File: src/rtl/assert_macros.svh
// Assertion macros shared by the RTL modules of the name and text assembler.
`ifndef ASSERT_MACROS_SVH
`define ASSERT_MACROS_SVH

// Checks a property at every rising clock edge outside of reset.
`define ASSERT_AT(lbl, prop, msg) \
  lbl: assert property (@(posedge clk_i) disable iff (!rst_ni) (prop)) else $error(msg);

// Checks that a condition never holds outside of reset.
`define ASSERT_NEVER(lbl, cond, msg) \
  `ASSERT_AT(lbl, !(cond), msg)

`endif

File: src/rtl/rnta_pkg.sv
// Shared types and constants of the RDS name and text assembler.
`default_nettype none

package rnta_pkg;

  localparam int unsigned NameLen       = 8;
  localparam int unsigned TextLen       = 64;
  localparam int unsigned TextRowBytes  = 4;
  localparam int unsigned TextRows      = TextLen / TextRowBytes;
  localparam int unsigned CmdQueueDepth = 2;

  localparam logic [3:0] NameTypeReset = 4'd0;
  localparam logic [3:0] TextTypeReset = 4'd2;

  // Configuration register indexes.
  localparam logic [0:0] CfgNameType = 1'b0;
  localparam logic [0:0] CfgTextType = 1'b1;

  typedef enum logic [1:0] {
    KIND_IGNORE = 2'd0,
    KIND_NAME   = 2'd1,
    KIND_TEXT   = 2'd2
  } kind_e;

  // One classified group, as handed from the front end to the back end.
  typedef struct packed {
    kind_e       kind;
    logic [3:0]  seg;
    logic [15:0] blk_c;
    logic [15:0] blk_d;
    logic        clear;
  } cmd_t;

endpackage

`default_nettype wire

File: src/rtl/rnta_ram.sv
// Generic single-port-write, single-port-read RAM with registered read data.
`default_nettype none

module rnta_ram #(
  parameter int unsigned Width = 32,
  parameter int unsigned Depth = 16
) (
  input  wire logic                     clk_i,
  input  wire logic                     we_i,
  input  wire logic [$clog2(Depth)-1:0] waddr_i,
  input  wire logic [Width-1:0]         wdata_i,
  input  wire logic                     re_i,
  input  wire logic [$clog2(Depth)-1:0] raddr_i,
  output logic      [Width-1:0]         rdata_o
);

  logic [Width-1:0] mem_q [Depth];
  logic [Width-1:0] rdata_q;

  always_ff @(posedge clk_i) begin
    if (we_i) begin
      mem_q[waddr_i] <= wdata_i;
    end
    if (re_i) begin
      rdata_q <= mem_q[raddr_i];
    end
  end

  assign rdata_o = rdata_q;

endmodule

`default_nettype wire

File: src/rtl/rnta_front.sv
// Front end: configuration registers and classification of incoming groups.
`default_nettype none

module rnta_front (
  input  wire logic          clk_i,
  input  wire logic          rst_ni,
  input  wire logic          cfg_we_i,
  input  wire logic [0:0]    cfg_index_i,
  input  wire logic [3:0]    cfg_data_i,
  input  wire logic          in_valid_i,
  output logic               in_ready_o,
  input  wire logic [15:0]   block_b_i,
  input  wire logic [15:0]   block_c_i,
  input  wire logic [15:0]   block_d_i,
  input  wire logic          station_changed_i,
  output logic               cmd_valid_o,
  input  wire logic          cmd_ready_i,
  output rnta_pkg::cmd_t     cmd_o
);

  import rnta_pkg::*;

  logic [3:0] name_type_q;
  logic [3:0] text_type_q;
  logic [3:0] gtype;
  kind_e      kind;

  always_ff @(posedge clk_i or negedge rst_ni) begin
    if (!rst_ni) begin
      name_type_q <= NameTypeReset;
      text_type_q <= TextTypeReset;
    end else if (cfg_we_i) begin
      case (cfg_index_i)
        CfgNameType: name_type_q <= cfg_data_i;
        CfgTextType: text_type_q <= cfg_data_i;
        default: ;
      endcase
    end
  end

  // The version bit is not part of the type code. A name match wins when
  // both registers hold the same code.
  assign gtype = block_b_i[15:12];

  always_comb begin
    if (gtype == name_type_q) begin
      kind = KIND_NAME;
    end else if (gtype == text_type_q) begin
      kind = KIND_TEXT;
    end else begin
      kind = KIND_IGNORE;
    end
  end

  assign cmd_o.kind  = kind;
  assign cmd_o.seg   = block_b_i[3:0];
  assign cmd_o.blk_c = block_c_i;
  assign cmd_o.blk_d = block_d_i;
  assign cmd_o.clear = station_changed_i;

  assign cmd_valid_o = in_valid_i;
  assign in_ready_o  = cmd_ready_i;

endmodule

`default_nettype wire

File: src/rtl/rnta_fifo.sv
// Short command queue between the front end and the back end.
`default_nettype none

`include "assert_macros.svh"

module rnta_fifo #(
  parameter int unsigned Depth = rnta_pkg::CmdQueueDepth
) (
  input  wire logic           clk_i,
  input  wire logic           rst_ni,
  input  wire logic           push_valid_i,
  output logic                push_ready_o,
  input  rnta_pkg::cmd_t      push_cmd_i,
  output logic                pop_valid_o,
  input  wire logic           pop_ready_i,
  output rnta_pkg::cmd_t      pop_cmd_o
);

  import rnta_pkg::*;

  localparam int unsigned PtrW = (Depth > 1) ? $clog2(Depth) : 1;
  localparam int unsigned CntW = $clog2(Depth + 1);

  cmd_t            mem_q [Depth];
  logic [PtrW-1:0] wr_ptr_q;
  logic [PtrW-1:0] rd_ptr_q;
  logic [CntW-1:0] count_q;
  logic            full;
  logic            push;
  logic            pop;

  assign full         = (count_q == CntW'(Depth));
  assign push_ready_o = !full;
  assign pop_valid_o  = (count_q != '0);
  assign push         = push_valid_i && push_ready_o;
  assign pop          = pop_valid_o && pop_ready_i;
  assign pop_cmd_o    = mem_q[rd_ptr_q];

  always_ff @(posedge clk_i) begin
    if (push) begin
      mem_q[wr_ptr_q] <= push_cmd_i;
    end
  end

  always_ff @(posedge clk_i or negedge rst_ni) begin
    if (!rst_ni) begin
      wr_ptr_q <= '0;
      rd_ptr_q <= '0;
      count_q  <= '0;
    end else begin
      if (push) begin
        wr_ptr_q <= (wr_ptr_q == PtrW'(Depth - 1)) ? '0 : wr_ptr_q + 1'b1;
      end
      if (pop) begin
        rd_ptr_q <= (rd_ptr_q == PtrW'(Depth - 1)) ? '0 : rd_ptr_q + 1'b1;
      end
      if (push && !pop) begin
        count_q <= count_q + 1'b1;
      end else if (pop && !push) begin
        count_q <= count_q - 1'b1;
      end
    end
  end

  `ASSERT_AT(a_full_ptrs_meet, full |-> (wr_ptr_q == rd_ptr_q), "queue full but pointers differ")
  `ASSERT_AT(a_empty_ptrs_meet, (count_q == '0) |-> (wr_ptr_q == rd_ptr_q), "queue empty but pointers differ")

endmodule

`default_nettype wire

File: src/rtl/rnta_back.sv
// Back end: character stores, segment writes and character emission.
`default_nettype none

`include "assert_macros.svh"

module rnta_back (
  input  wire logic          clk_i,
  input  wire logic          rst_ni,
  input  wire logic          cmd_valid_i,
  output logic               cmd_ready_o,
  input  rnta_pkg::cmd_t     cmd_i,
  output logic               out_valid_o,
  input  wire logic          out_ready_i,
  output logic [1:0]         kind_o,
  output logic [5:0]         char_index_o,
  output logic [7:0]         char_value_o,
  output logic               last_o
);

  import rnta_pkg::*;

  localparam int unsigned RowW = $clog2(TextRows);

  typedef enum logic [1:0] {
    S_IDLE,
    S_READ,
    S_EMIT
  } state_e;

  state_e          state_q;
  kind_e           kind_q;
  logic [5:0]      idx_q;
  logic [7:0]      name_q [NameLen];
  logic [7:0]      name_d [NameLen];
  logic [TextRows-1:0] row_vld_q;
  logic [TextRows-1:0] row_vld_d;
  logic            row_hit_q;

  logic            out_valid_q;
  logic [1:0]      out_kind_q;
  logic [5:0]      out_idx_q;
  logic [7:0]      out_val_q;
  logic            out_last_q;

  logic            pop;
  logic            slot_free;
  logic            emit;
  logic            ram_we;
  logic [31:0]     ram_rdata;
  logic [7:0]      text_byte;
  logic [7:0]      char_val;
  logic            char_last;

  assign cmd_ready_o = (state_q == S_IDLE);
  assign pop         = cmd_valid_i && cmd_ready_o;
  assign slot_free   = !out_valid_q || out_ready_i;
  assign emit        = (state_q == S_EMIT) && slot_free;
  assign ram_we      = pop && (cmd_i.kind == KIND_TEXT);

  rnta_ram #(
    .Width(8 * TextRowBytes),
    .Depth(TextRows)
  ) u_text_ram (
    .clk_i  (clk_i),
    .we_i   (ram_we),
    .waddr_i(cmd_i.seg[RowW-1:0]),
    .wdata_i({cmd_i.blk_c, cmd_i.blk_d}),
    .re_i   (state_q == S_READ),
    .raddr_i(idx_q[5:2]),
    .rdata_o(ram_rdata)
  );

  // A station change empties both stores before the segment lands.
  always_comb begin
    row_vld_d = row_vld_q;
    for (int i = 0; i < NameLen; i++) begin
      name_d[i] = name_q[i];
    end
    if (pop) begin
      if (cmd_i.clear) begin
        row_vld_d = '0;
        for (int i = 0; i < NameLen; i++) begin
          name_d[i] = 8'd0;
        end
      end
      case (cmd_i.kind)
        KIND_NAME: begin
          name_d[{cmd_i.seg[1:0], 1'b0}] = cmd_i.blk_d[15:8];
          name_d[{cmd_i.seg[1:0], 1'b1}] = cmd_i.blk_d[7:0];
        end
        KIND_TEXT: row_vld_d[cmd_i.seg[RowW-1:0]] = 1'b1;
        default: ;
      endcase
    end
  end

  // Byte zero of a row is the high byte of block C.
  always_comb begin
    case (idx_q[1:0])
      2'd0:    text_byte = ram_rdata[31:24];
      2'd1:    text_byte = ram_rdata[23:16];
      2'd2:    text_byte = ram_rdata[15:8];
      default: text_byte = ram_rdata[7:0];
    endcase
  end

  always_comb begin
    case (kind_q)
      KIND_NAME: begin
        char_val  = name_q[idx_q[2:0]];
        char_last = (idx_q == 6'(NameLen - 1));
      end
      KIND_TEXT: begin
        char_val  = row_hit_q ? text_byte : 8'd0;
        char_last = (idx_q == 6'(TextLen - 1));
      end
      default: begin
        char_val  = 8'd0;
        char_last = 1'b1;
      end
    endcase
  end

  always_ff @(posedge clk_i or negedge rst_ni) begin
    if (!rst_ni) begin
      state_q     <= S_IDLE;
      kind_q      <= KIND_IGNORE;
      idx_q       <= '0;
      row_vld_q   <= '0;
      row_hit_q   <= 1'b0;
      out_valid_q <= 1'b0;
      out_kind_q  <= '0;
      out_idx_q   <= '0;
      out_val_q   <= '0;
      out_last_q  <= 1'b0;
      for (int i = 0; i < NameLen; i++) begin
        name_q[i] <= 8'd0;
      end
    end else begin
      row_vld_q <= row_vld_d;
      for (int i = 0; i < NameLen; i++) begin
        name_q[i] <= name_d[i];
      end
      out_valid_q <= emit || (out_valid_q && !out_ready_i);
      case (state_q)
        S_IDLE: begin
          if (pop) begin
            kind_q  <= cmd_i.kind;
            idx_q   <= '0;
            state_q <= (cmd_i.kind == KIND_TEXT) ? S_READ : S_EMIT;
          end
        end
        S_READ: begin
          row_hit_q <= row_vld_q[idx_q[5:2]];
          state_q   <= S_EMIT;
        end
        S_EMIT: begin
          if (slot_free) begin
            out_kind_q  <= kind_q;
            out_idx_q   <= idx_q;
            out_val_q   <= char_val;
            out_last_q  <= char_last;
            if (char_last) begin
              state_q <= S_IDLE;
            end else begin
              idx_q <= idx_q + 6'd1;
              if (kind_q == KIND_TEXT && idx_q[1:0] == 2'd3) begin
                state_q <= S_READ;
              end
            end
          end
        end
        default: state_q <= S_IDLE;
      endcase
    end
  end

  assign out_valid_o  = out_valid_q;
  assign kind_o       = out_kind_q;
  assign char_index_o = out_idx_q;
  assign char_value_o = out_val_q;
  assign last_o       = out_last_q;

  `ASSERT_AT(a_read_then_emit, (state_q == S_READ) |=> (state_q == S_EMIT), "row read not followed by emission")
  `ASSERT_AT(a_read_row_aligned, (state_q == S_READ) |-> (idx_q[1:0] == 2'd0), "row read at unaligned index")
  `ASSERT_NEVER(a_ignore_single, out_valid_o && kind_o == KIND_IGNORE && !last_o, "ignored group result without last")

endmodule

`default_nettype wire

File: src/rtl/rds_name_text_assembler.sv
// Top level of the RDS program service name and radiotext assembler.
`default_nettype none

// Channel   Handshake                    Payload
// config    cfg_we_i                     cfg_index_i, cfg_data_i
// groups    in_valid_i / in_ready_o      block_b_i, block_c_i, block_d_i, station_changed_i
// chars     out_valid_o / out_ready_i    kind_o, char_index_o, char_value_o, last_o
//
// A name group first has its segment applied in the back end, then gives its eight
// characters; a text group is applied, then the text RAM gets sixteen row reads,
// each followed by four characters; an ignored group gives a single result.
// The single read port of the text RAM and the one-character output register
// set this order of steps. Reset clears the name store and the text row valid bits
// at once, so no clearing pass is needed. Groups keep being taken into the
// command queue while characters wait at the output, until the queue is full,
// and a stalled output simply holds the back end.

module rds_name_text_assembler #(
  parameter int unsigned QueueDepth = rnta_pkg::CmdQueueDepth
) (
  input  wire logic          clk_i,
  input  wire logic          rst_ni,
  input  wire logic          cfg_we_i,
  input  wire logic [0:0]    cfg_index_i,
  input  wire logic [3:0]    cfg_data_i,
  input  wire logic          in_valid_i,
  output logic               in_ready_o,
  input  wire logic [15:0]   block_b_i,
  input  wire logic [15:0]   block_c_i,
  input  wire logic [15:0]   block_d_i,
  input  wire logic          station_changed_i,
  output logic               out_valid_o,
  input  wire logic          out_ready_i,
  output logic [1:0]         kind_o,
  output logic [5:0]         char_index_o,
  output logic [7:0]         char_value_o,
  output logic               last_o
);

  import rnta_pkg::*;

  logic front_valid;
  logic front_ready;
  cmd_t front_cmd;
  logic back_valid;
  logic back_ready;
  cmd_t back_cmd;

  // The front end classifies each group by its type code as it transfers in.
  rnta_front u_front (
    .clk_i            (clk_i),
    .rst_ni           (rst_ni),
    .cfg_we_i         (cfg_we_i),
    .cfg_index_i      (cfg_index_i),
    .cfg_data_i       (cfg_data_i),
    .in_valid_i       (in_valid_i),
    .in_ready_o       (in_ready_o),
    .block_b_i        (block_b_i),
    .block_c_i        (block_c_i),
    .block_d_i        (block_d_i),
    .station_changed_i(station_changed_i),
    .cmd_valid_o      (front_valid),
    .cmd_ready_i      (front_ready),
    .cmd_o            (front_cmd)
  );

  // The queue lets the front end keep accepting while the back end emits, until it is full.
  rnta_fifo #(
    .Depth(QueueDepth)
  ) u_fifo (
    .clk_i       (clk_i),
    .rst_ni      (rst_ni),
    .push_valid_i(front_valid),
    .push_ready_o(front_ready),
    .push_cmd_i  (front_cmd),
    .pop_valid_o (back_valid),
    .pop_ready_i (back_ready),
    .pop_cmd_o   (back_cmd)
  );

  // The back end applies station changes and segments in order, then emits.
  rnta_back u_back (
    .clk_i       (clk_i),
    .rst_ni      (rst_ni),
    .cmd_valid_i (back_valid),
    .cmd_ready_o (back_ready),
    .cmd_i       (back_cmd),
    .out_valid_o (out_valid_o),
    .out_ready_i (out_ready_i),
    .kind_o      (kind_o),
    .char_index_o(char_index_o),
    .char_value_o(char_value_o),
    .last_o      (last_o)
  );

endmodule

`default_nettype wire

File: config.mk
export PLATFORM = sky130hd
export DESIGN_NAME = rds_name_text_assembler
export DESIGN_NICKNAME = d
export VERILOG_FILES = /design/src/rtl/rnta_pkg.sv /design/src/rtl/rnta_ram.sv /design/src/rtl/rnta_front.sv /design/src/rtl/rnta_fifo.sv /design/src/rtl/rnta_back.sv /design/src/rtl/rds_name_text_assembler.sv
export VERILOG_INCLUDE_DIRS = /design/src /design/src/rtl
export SDC_FILE = /design/constraint.sdc
export NUM_CORES = 1
export LEC_CHECK = 0
export BUFFER_PORTS_ARGS = -buffer_cell sky130_fd_sc_hd__buf_2
export CAP_MARGIN = 20
export CORE_UTILIZATION = 55
export CTS_CLUSTER_DIAMETER = 80
export DETAILED_ROUTE_END_ITERATION = 10
export GPL_ROUTABILITY_DRIVEN = 0
export PLACE_DENSITY = 0.71
export SLEW_MARGIN = 30
export SYNTH_ARGS = -nofsm -noshare
export SYNTH_HDL_FRONTEND = slang
export SYNTH_HIERARCHICAL = 1
export SYNTH_SLANG_ARGS = --single-unit
File: constraint.sdc
create_clock -name clk_i -period 9.6 [get_ports clk_i]
set_input_delay 0.96 -clock clk_i [delete_from_list [all_inputs] [get_ports clk_i]]
set_output_delay 0.96 -clock clk_i [all_outputs]
set_load 0.05 [all_outputs]
==> results_dict.tcl <==
set metrics [dict create \
    cts_max_level 3 \
    clk_path_buf_depth 3 \
    grt_pass1_wl_um 92000 \
    crit_chain "buf_4, mux2_2, nand2b_1, nor2_4, nand3_1, nor3_4, buf_4" \
    cts_resized 0 \
    yosysSeqAreaShare_pct 74.6 \
    maxSlewViolCount 0 \
    synthCells 1547 \
    final_cell_count_no_fill 2335 \
    die_w_um 232 \
    period_needed_ps 3480 \
    area_growth_pct 11.6 \
    cts.clk_slew.worst_paths_ps 60 \
    drive_gt1_share_pct 26.4 \
    antenna_found_initial 0 \
    status "finished clean" \
    finalHoldViolCount 0 \
    cp_common_cell "buf_4" \
    total_power_w 0.00880 \
    syn_nets 1613 \
    critPathSlowestCell "nor3_4" \
    cts_sinks 743 \
    io_pins 78 \
    vias 14500 \
    synth-seq-cells 743 \
    grtUsageTotal_pct 23.4 \
    placed_cells 2204 \
    crit_start "u_fifo/rd_ptr_q$_DFFE_PN0P_" \
    setup_viol_count_final 0 \
    worst_pin_slew_ps 1070 \
    die_h_um 232 \
    yosysWarnings 6 \
    r2r-start "u_fifo/rd_ptr_q$_DFFE_PN0P_" \
    synthFlopType "edfxtp_1" \
    rsz0062_at_grt "false" \
    leakagePower_nw 10.8 \
    drtIter0Drc 1443 \
    cts_setup_buffers 0 \
    multiInputGateArea_mm2 0.00676 \
    synth.distinct_cells 59 \
    start_util_pct 56.1 \
    fmax_ghz 0.287 \
    mostFrequentLayoutCells "edfxtp_1 (622), mux4_2 (146), dfrtp_1 (117)" \
    antennaDiodeCount 0 \
    cts_buffers 73 \
    first_pass_iters 5 \
    cp_max_fo 39 \
    layout_commonest_cell "edfxtp_1" \
    totalNegativeSetupSlack_ps 0 \
    n_fill_cell 3460 \
    clk_latency_ps 610 \
    fin_crit_sh_pct 36.2 \
    ir_drop_mv 0.158 \
    core_mm2 0.0518 \
    grt_pass1_vias 14900 \
    hpwl_um 33000 \
    fin_nets 1665 \
    dieArea_mm2 0.0538 \
    endpoint_kind "flip-flop" \
    synthesis.area_mm2 0.0291 \
    crit_required_ps 9840 \
    synth_edf_count 622 \
    seqCellArea_mm2 0.0217 \
    fp-row-count 83 \
    avgSynthCellArea_um2 18.8 \
    cp.arrival_ps 3720 \
    root_buffer "clkbuf_16" \
    slew_headroom_pct 28.6 \
    overflow 0 \
    remaining_drc_errors 0 \
    route.final.wire_length_um 60500 \
    via_per_inst 6.22 \
    p_per_area_mw_per_mm2 271 \
    start_kind "flip-flop" \
    worst_path_largest_cell_delay_ps 590 \
    wire_per_inst_um 25.9 \
    portBuffers 69 \
    grt_max_degree 81 \
    cts.hold.buffers_added 0 \
    synthArstFlopShare_pct 16.3 \
    critPathKind "reg -> reg" \
    cap_violations 0 \
    finClkSkew_ps 30.4 \
    holdCritPathClass "in -> async" \
    cts_tree "built" \
    drtAntennaViolNets 0 \
]
## stage by stage
| stage | setup WS [ps] | utilization (%) | hold slack, ps | cell area [um^2] |
|---|---|---|---|---|
| 3_5_place_dp | 5760 | 58.1 | 465 | 30100 |
| 4_1_cts | 5770 | 62.6 | 354 | 32400 |
| 2_1_floorplan | 5100 | - | 444 | 29100 |
| 5_1_grt | 5800 | 62.6 | 408 | 32500 |
| 3_3_place_gp | 5850 | 57.8 | 460 | 30000 |
| 6_report | 6120 | 62.6 | 370 | 32500 |
## critical path, delay by kind of cell, from the launching register on
family,cells,cell delay [ps]
AND/OR/NAND/NOR,4,1360
buffers and inverters,2,1070
flip-flops,1,360
multiplexers,1,310
## worst paths after layout
path | end | slack [ps] | cells after the start
max | u_back/u_text_ram/mem_q[12][12]$_DFFE_PP_ | 6120 | 7
min in group clk_i | u_back/char_index_o[2]$_DFFE_PN0P_ | 470 | 2
min reg2reg | u_back/char_index_o[2]$_DFFE_PN0P_ | 470 | 2
min | u_back/name_q[24]$_DFFE_PN0P_ | 370 | 1
max reg2reg | u_back/u_text_ram/mem_q[12][12]$_DFFE_PP_ | 6120 | 7
max in group asynchronous | u_back/name_q[4]$_DFFE_PN0P_ | 8130 | 2
## sequential cells by signal, indices dropped and copies added (netlist names), 2 cells and up
| signal | cells |
|---|---|
| u_back/char_index_o | 6 |
| u_back/char_value_o | 8 |
| u_back/idx_q | 6 |
| u_back/kind_o | 2 |
| u_back/kind_q | 2 |
| u_back/name_q | 64 |
| u_back/row_vld_q | 16 |
| u_back/state_q | 2 |
| u_back/u_text_ram/mem_q | 512 |
| u_back/u_text_ram/rdata_o | 32 |
| u_fifo/count_q | 2 |
| u_fifo/mem_q | 78 |
| u_front/name_type_q | 4 |
| u_front/text_type_q | 4 |
## cell type report
cell class | instances | share of cell area, %
Inverter | 24 | 0.278
Tap cell | 680 | 2.62
Timing Repair Buffer | 103 | 2.09
Clock buffer | 110 | 6.73
Multi-Input combinational cell | 654 | 20.8
Sequential cell | 743 | 66.9
Clock inverter | 21 | 0.559
## per-layer routing
metal	GRT usage [%]	share of wire, %	vias up
li1	-	-	6272
met1	32.5	41	7653
met2	38.6	50	514
met3	3.66	6.4	94
met4	7.20	1.9	0
met5	0	0	-
## report_power, final
group          switching [W]  internal [W]
Clock                0.00116       0.00165
Sequential          0.000161       0.00415
Combinational        0.00112      0.000548
## cells in the mapped netlist, drive strengths merged, types with 20 or more instances
library cell	count	area, um^2
edfxtp	622	18700
mux4	146	3290
dfrtp	120	3000
o21ai	92	460
nand2	88	333
buf	77	519
nand3	76	380
a22oi	64	480
mux2	51	574
clkbuf	49	184
inv	24	90.1
nor2	20	82.6
## cell families after synthesis
logic type,count (synthesis),synth area share [%]
DFF,743,74.6
and+or+nand+nor,231,3.97
muxes,203,13.5
AOI/OAI and AO/OA,200,4.50
buffers and inverters,150,2.73
xor gates and xnor gates,13,0.391
adders and majority gates,7,0.301
Power figures use the tool's default switching activity.
